**config.mk**
```make
export PLATFORM = sky130hd
export DESIGN_NAME = mhpq_cell
export DESIGN_NICKNAME = d
export VERILOG_FILES = /design/src/rtl/core/mhpq_pkg.sv /design/src/rtl/core/mhpq_cell.sv
export SDC_FILE = /design/constraint.sdc
export NUM_CORES = 1
export LEC_CHECK = 0
export ABC_AREA = 1
export BUFFER_PORTS_ARGS = -buffer_cell sky130_fd_sc_hd__buf_4
export CAP_MARGIN = 20
export CORE_ASPECT_RATIO = 0.5
export CORE_MARGIN = 8
export CORE_UTILIZATION = 40
export DETAILED_ROUTE_END_ITERATION = 6
export PLACE_DENSITY = 0.71
export RECOVER_POWER = 50
export SLEW_MARGIN = 40
export SYNTH_ARGS = -nofsm -noshare
export SYNTH_HDL_FRONTEND = slang
export SYNTH_SLANG_ARGS = --single-unit
```
**constraint.sdc**
```tcl
create_clock -name clock -period 4.9 [get_ports clock]
set_clock_uncertainty 0.15 [all_clocks]
set_input_delay 0.98 -clock clock [delete_from_list [all_inputs] [get_ports clock]]
set_output_delay 0.98 -clock clock [all_outputs]
set_load 0.02 [all_outputs]
```
**src/rtl/core/mhpq_pkg.sv**
```systemverilog
package mhpq_pkg;

   // Field widths fixed by the interface.
   localparam int VALUE_W = 32;
   localparam int COUNT_W = 8;

   // Default number of stored values.
   localparam int DEFAULT_CAPACITY = 128;

   // Operation codes.
   localparam logic OP_INSERT = 1'b0;
   localparam logic OP_REMOVE = 1'b1;

   // Status codes.
   localparam logic [1:0] STATUS_DONE  = 2'd0;
   localparam logic [1:0] STATUS_FULL  = 2'd1;
   localparam logic [1:0] STATUS_EMPTY = 2'd2;

   // Value returned by a remove from an empty queue.
   localparam logic signed [VALUE_W-1:0] EMPTY_VALUE = -32'sd1;

   typedef struct packed {
      logic                      operation;
      logic signed [VALUE_W-1:0] value;
   } req_type;

   typedef struct packed {
      logic [1:0]                status;
      logic signed [VALUE_W-1:0] removed_value;
      logic [COUNT_W-1:0]        count;
   } rsp_type;

   // Command broadcast from the controller to every cell of the row.
   typedef struct packed {
      logic                      insert_en;
      logic                      remove_en;
      logic signed [VALUE_W-1:0] new_value;
   } cell_ctrl_type;

endpackage

```
**src/rtl/core/mhpq_cell.sv**
```systemverilog
module mhpq_cell
   import mhpq_pkg::*;
(
   input  logic                      clock,
   input  cell_ctrl_type             ctrl,
   input  logic                      occupied,
   input  logic                      at_tail,
   input  logic signed [VALUE_W-1:0] left_value,
   input  logic                      left_gt,
   input  logic signed [VALUE_W-1:0] right_value,
   output logic signed [VALUE_W-1:0] value,
   output logic                      gt
);

   logic signed [VALUE_W-1:0] value_ff;
   logic signed [VALUE_W-1:0] value_in;

   // The new value beats this cell's entry; ties keep the stored entry ahead.
   assign gt = occupied && (ctrl.new_value > value_ff);

   // On insert the cells from the insertion point to the tail shift one place
   // toward the tail; the first of them takes the new value. On remove every
   // cell takes its right neighbor's entry.
   always_comb begin
      value_in = value_ff;
      if (ctrl.insert_en && (gt || at_tail)) begin
         value_in = left_gt ? left_value : ctrl.new_value;
      end else if (ctrl.remove_en) begin
         value_in = right_value;
      end
   end

   always_ff @(posedge clock) begin
      value_ff <= value_in;
   end

   assign value = value_ff;

endmodule

```
# After elaboration in Yosys (flattened, before gate mapping)
# Index checks and enable logic that the tools add are counted.
dict set report word_totals {
  ff_bits 32
  inputBits 102
  out_inout_bits 33
  wordCells 9
}
dict set report op_classes {
  n_lt_le_gt_ge 1
  n_mux 3
  reduce_logical 4
}
# op count
set ops {}
lappend ops {{$mux 32} 3}
lappend ops {{$gt 32x32->1} 1}
lappend ops {{$logic_and 1x1->1} 2}
lappend ops {{$reduce_bool 2->1} 1}
lappend ops {{$logic_or 1x1->1} 1}

# Longest topological paths before layout
dict set report depth {
  ltp_word 5
  mapped_depth 20
  ltp_nobuf 19
}

# Worst setup path before layout
# No wires, ideal clock.
dict set report synth_timing {
  kind {in2reg}
  from {in ctrl[31] in the netlist's numbering}
  to {reg value_ff[0] (netlist: value[0]) (enable)}
  setup_time_ns 0.389
  arrival_ns 3.008
  setup_slack_ns 1.353
  stages 12
  path_buffers 1
  path_cell_list {ha_1 nand2_1 nor2_2 nand2_1 nor3b_2 nand2_1 nand3_1 nand3_2 nand2_4 nand2_8 buf_6 nand2_1}
}
dict set report synth_via {
  elab_chain_cells 5
}
# item line
set synth_rtl {}
lappend synth_rtl {{from (decl)} mhpq_cell.sv:5} ;# input cell_ctrl_type ctrl,
lappend synth_rtl {{$gt 32x32->1} mhpq_cell.sv:19} ;# assign gt = occupied && (ctrl.new_value > value_ff);
lappend synth_rtl {{$logic_and 1x1->1} mhpq_cell.sv:19}
lappend synth_rtl {{$logic_or 1x1->1} mhpq_cell.sv:26} ;# if (ctrl.insert_en && (gt || at_tail)) begin
lappend synth_rtl {{$logic_and 1x1->1} mhpq_cell.sv:26}
lappend synth_rtl {{$reduce_bool 2->1 (no source line)} --}
lappend synth_rtl {{to (signal assigned)} mhpq_cell.sv:34} ;# value_ff <= value_in;
lappend synth_rtl {{to (decl)} mhpq_cell.sv:15} ;# logic signed [VALUE_W-1:0] value_ff;
# No other way between the ends.
# A chain may end at the register's enable or synchronous reset.

# Worst setup path after layout
dict set report layout_timing {
  from {in ctrl[31] in the netlist's numbering}
  to {out gt}
}
dict set report layout_via {
  elab_chain_cells 2
}
# item line
set layout_rtl {}
lappend layout_rtl {{$gt 32x32->1} mhpq_cell.sv:19}
lappend layout_rtl {{$logic_and 1x1->1} mhpq_cell.sv:19}
lappend layout_rtl {{to (decl)} mhpq_cell.sv:12} ;# output logic gt
# No other way between the ends.

==> results.json <==
{
  "status": "finished, final reports clean",
  "crit_slowest_cell": "ha_1",
  "io_buffers": 134,
  "critical_path_class": "in -> out",
  "postCtsHoldBufs": 0,
  "grt_pass1_vias": 2492,
  "drive_above_1_share_pct": 30.97,
  "crit_top_cell": "nand2_1",
  "hold_viol_final": 0,
  "p_per_area_mw_per_mm2": 262.7,
  "drt_iter0_markers": 158,
  "cts_buffers": 5,
  "crit_family": "simple AND/OR/NAND/NOR gates",
  "path_max_fanout": 4,
  "p_clk_share_pct": 27.9,
  "wl_per_cell_um": 14.26,
  "crit_end": "gt",
  "clkTransAtPathRegs_ns": 0.05,
  "fill_cells": 648,
  "clock-sinks": 32,
  "cpPeakStageDelay_ns": 0.36,
  "peakVddDrop_uv": 121.3,
  "crit_path_start": "ctrl[31]",
  "firstDrtPassIters": 5,
  "combPwrFrac_pct": 35.3,
  "reg2reg_slack_ns": 1.60,
  "grt_max_degree": 34,
  "crit_chain": "clkbuf_1, ha_1, nand2_1, nor2_1, nand2_1, nor3b_1, nand4_1, and2_1, nand3_1, inv_1, buf_4",
  "synthArstFlopShare_pct": 0,
  "synthDistinctLibCells": 25,
  "slew_headroom_pct": 70.80,
  "worst_setup_path_end_kind": "primary output",
  "via_per_inst": 4.741,
  "grt_overflow": 0,
  "maxCapViolCount": 0,
  "drv_slew": 0,
  "final_nets": 588,
  "cp_num_buf_inv": 3,
  "syn2layout_area_growth_pct": 37.60,
  "die_h_um": 74.51,
  "p_sw_share_pct": 31.76,
  "io_pins": 135,
  "ys_warn_count": 0,
  "clock_latency_ns": 0.27,
  "required_ns": 3.77,
  "ys_ff_latch": 32,
  "tightest_slew_ns": 0.4380,
  "pwr-share-seq_pct": 36.8,
  "synth_nets": 460,
  "root_buffer": "clkbuf_16",
  "wl_um": 7756,
  "min_path_type": "in -> reg",
  "fin_crit_sh_pct": 77.51,
  "start_util_pct": 41.20,
  "rows": 21,
  "via_count": 2579,
  "finalSetupViolCount": 0,
  "synth_edf_count": 32,
  "hold_depth": 3,
  "die_width_um": 133.0,
  "synth_flop_cell": "edfxtp_1",
  "antenna_found_initial": 0,
  "final_cells": 544,
  "fin_setup_tns_ns": 0,
  "arrival_ns": 2.67,
  "rsz0062_at_grt": "false",
  "cp.depth": 11,
  "cts_tree": "done",
  "cts_max_path_buffers": 2,
  "largest_register_ffs": 32,
  "h-tree-depth": 2,
  "p_leak_nw": 1.943,
  "drcViolationCount": 0,
  "r2r_end": "value[12]$_DFFE_PP_",
  "worstReg2RegStart": "value[31]$_DFFE_PP_",
  "core-area_sq_mm": 0.006648,
  "worstRegToRegCells": 13,
  "start_kind": "input pin",
  "period_needed_ns": 3.798,
  "gp_congestion": 0.7441,
  "p_sw_mw": 0.3145,
  "postSynthAreaPerCell_sq_um": 8.401,
  "fp.dieArea_sq_mm": 0.009912,
  "fmax_mhz": 263.3,
  "internal-power_mw": 0.6755,
  "num_antenna_cells": 0,
  "hpwl_um": 6181,
  "post_cts_buffers": 0,
  "post_cts_resized": 0,
  "grt_use_total_pct": 14.86,
  "drtAntennaViolNets": 0,
  "grt_pass1_wl_um": 11970,
  "synthesis.area_sq_mm": 0.002739,
  "syn_inst": 326,
  "dp.cells": 539,
  "final_cell_mix": "nand2_1 (102), buf_4 (102), inv_1 (43)",
  "yosysSeqAreaShare_pct": 35.08
}
cell usage after synthesis, types with 2 or more instances:
library cell / n / area share, %
nand2_1: 102 / 14
inv_1: 43 / 5.9
nand3_1: 35 / 6.4
edfxtp_1: 32 / 35
ha_1: 32 / 15
mux2_2: 31 / 13
a21oi_1: 14 / 2.6
nor2_1: 8 / 1.1
buf_2: 4 / 0.73
clkbuf_1: 4 / 0.55
o21ai_0: 3 / 0.55
buf_1: 2 / 0.27
buf_6: 2 / 0.82
nand4_1: 2 / 0.46
o21a_1: 2 / 0.55
per-layer routing:
layer  wire length (um)  track usage (%)
met3                368            3.639
met1               3531            18.38
met4                 46            3.367
met2               3810            25.96
met5                  0                0
power by group through the flow:
stage                     combinational, mW  clock, mW  sequential, mW
after floorplan                       0.184          0           0.411
after global placement                0.374          0           0.371
after detailed placement              0.380          0           0.371
after CTS                             0.383      0.282           0.366
after global routing                  0.393      0.294           0.369
final                                 0.349      0.276           0.365
kinds of logic after synthesis:
logic type,Yosys count,share of synthesized area [%]
adders and majority gates,32,14.62
and+or+nand+nor,154,24.53
DFF,32,35.08
AOI/OAI and AO/OA,20,3.929
buffers and inverters,57,9.091
muxes,31,12.75
area by class of cell:
cell class | instances | area, sq um | area share (%)
multi-input cells | 237 | 1516 | 40.24
flip-flops and latches | 32 | 960.9 | 25.50
repair buffers | 135 | 889.6 | 23.61
inverters | 43 | 161.4 | 4.283
clock buffers | 5 | 125.1 | 3.320
well taps | 92 | 115.1 | 3.054
through the flow:
stage | setup slack (ns) | utilization (%) | hold slack [ns] | cell area (sq um) | power [mW]
after floorplan | 1.353 | - | 1.009 | 2739 | 0.5954
after global placement | 1.082 | 56.86 | 1.096 | 3780 | 0.7447
after detailed placement | 0.9822 | 56.86 | 1.097 | 3780 | 0.7515
after CTS | 1.219 | 58.74 | 0.8164 | 3905 | 1.031
after global routing | 0.8195 | 56.69 | 0.8254 | 3769 | 1.056
final | 1.102 | 56.69 | 0.8240 | 3769 | 0.9899
worst min-delay path, delay by kind of cell:
family,cells,cell delay [ns]
buffers and inverters,1,0.07
AND/OR/NAND/NOR,2,0.08
worst min path at each step:
stage                     from                  end  slack [ns]
4_1_cts        right_value[19]  value[19]$_DFFE_PP_        0.82
5_1_grt        right_value[13]  value[13]$_DFFE_PP_        0.83
6_report       right_value[13]  value[13]$_DFFE_PP_        0.82
3_5_place_dp   right_value[13]  value[13]$_DFFE_PP_        1.10
2_1_floorplan   right_value[0]   value[0]$_DFFE_PP_        1.01
3_3_place_gp   right_value[24]  value[24]$_DFFE_PP_        1.10
Note: power is estimated with default switching activity, not from simulation.
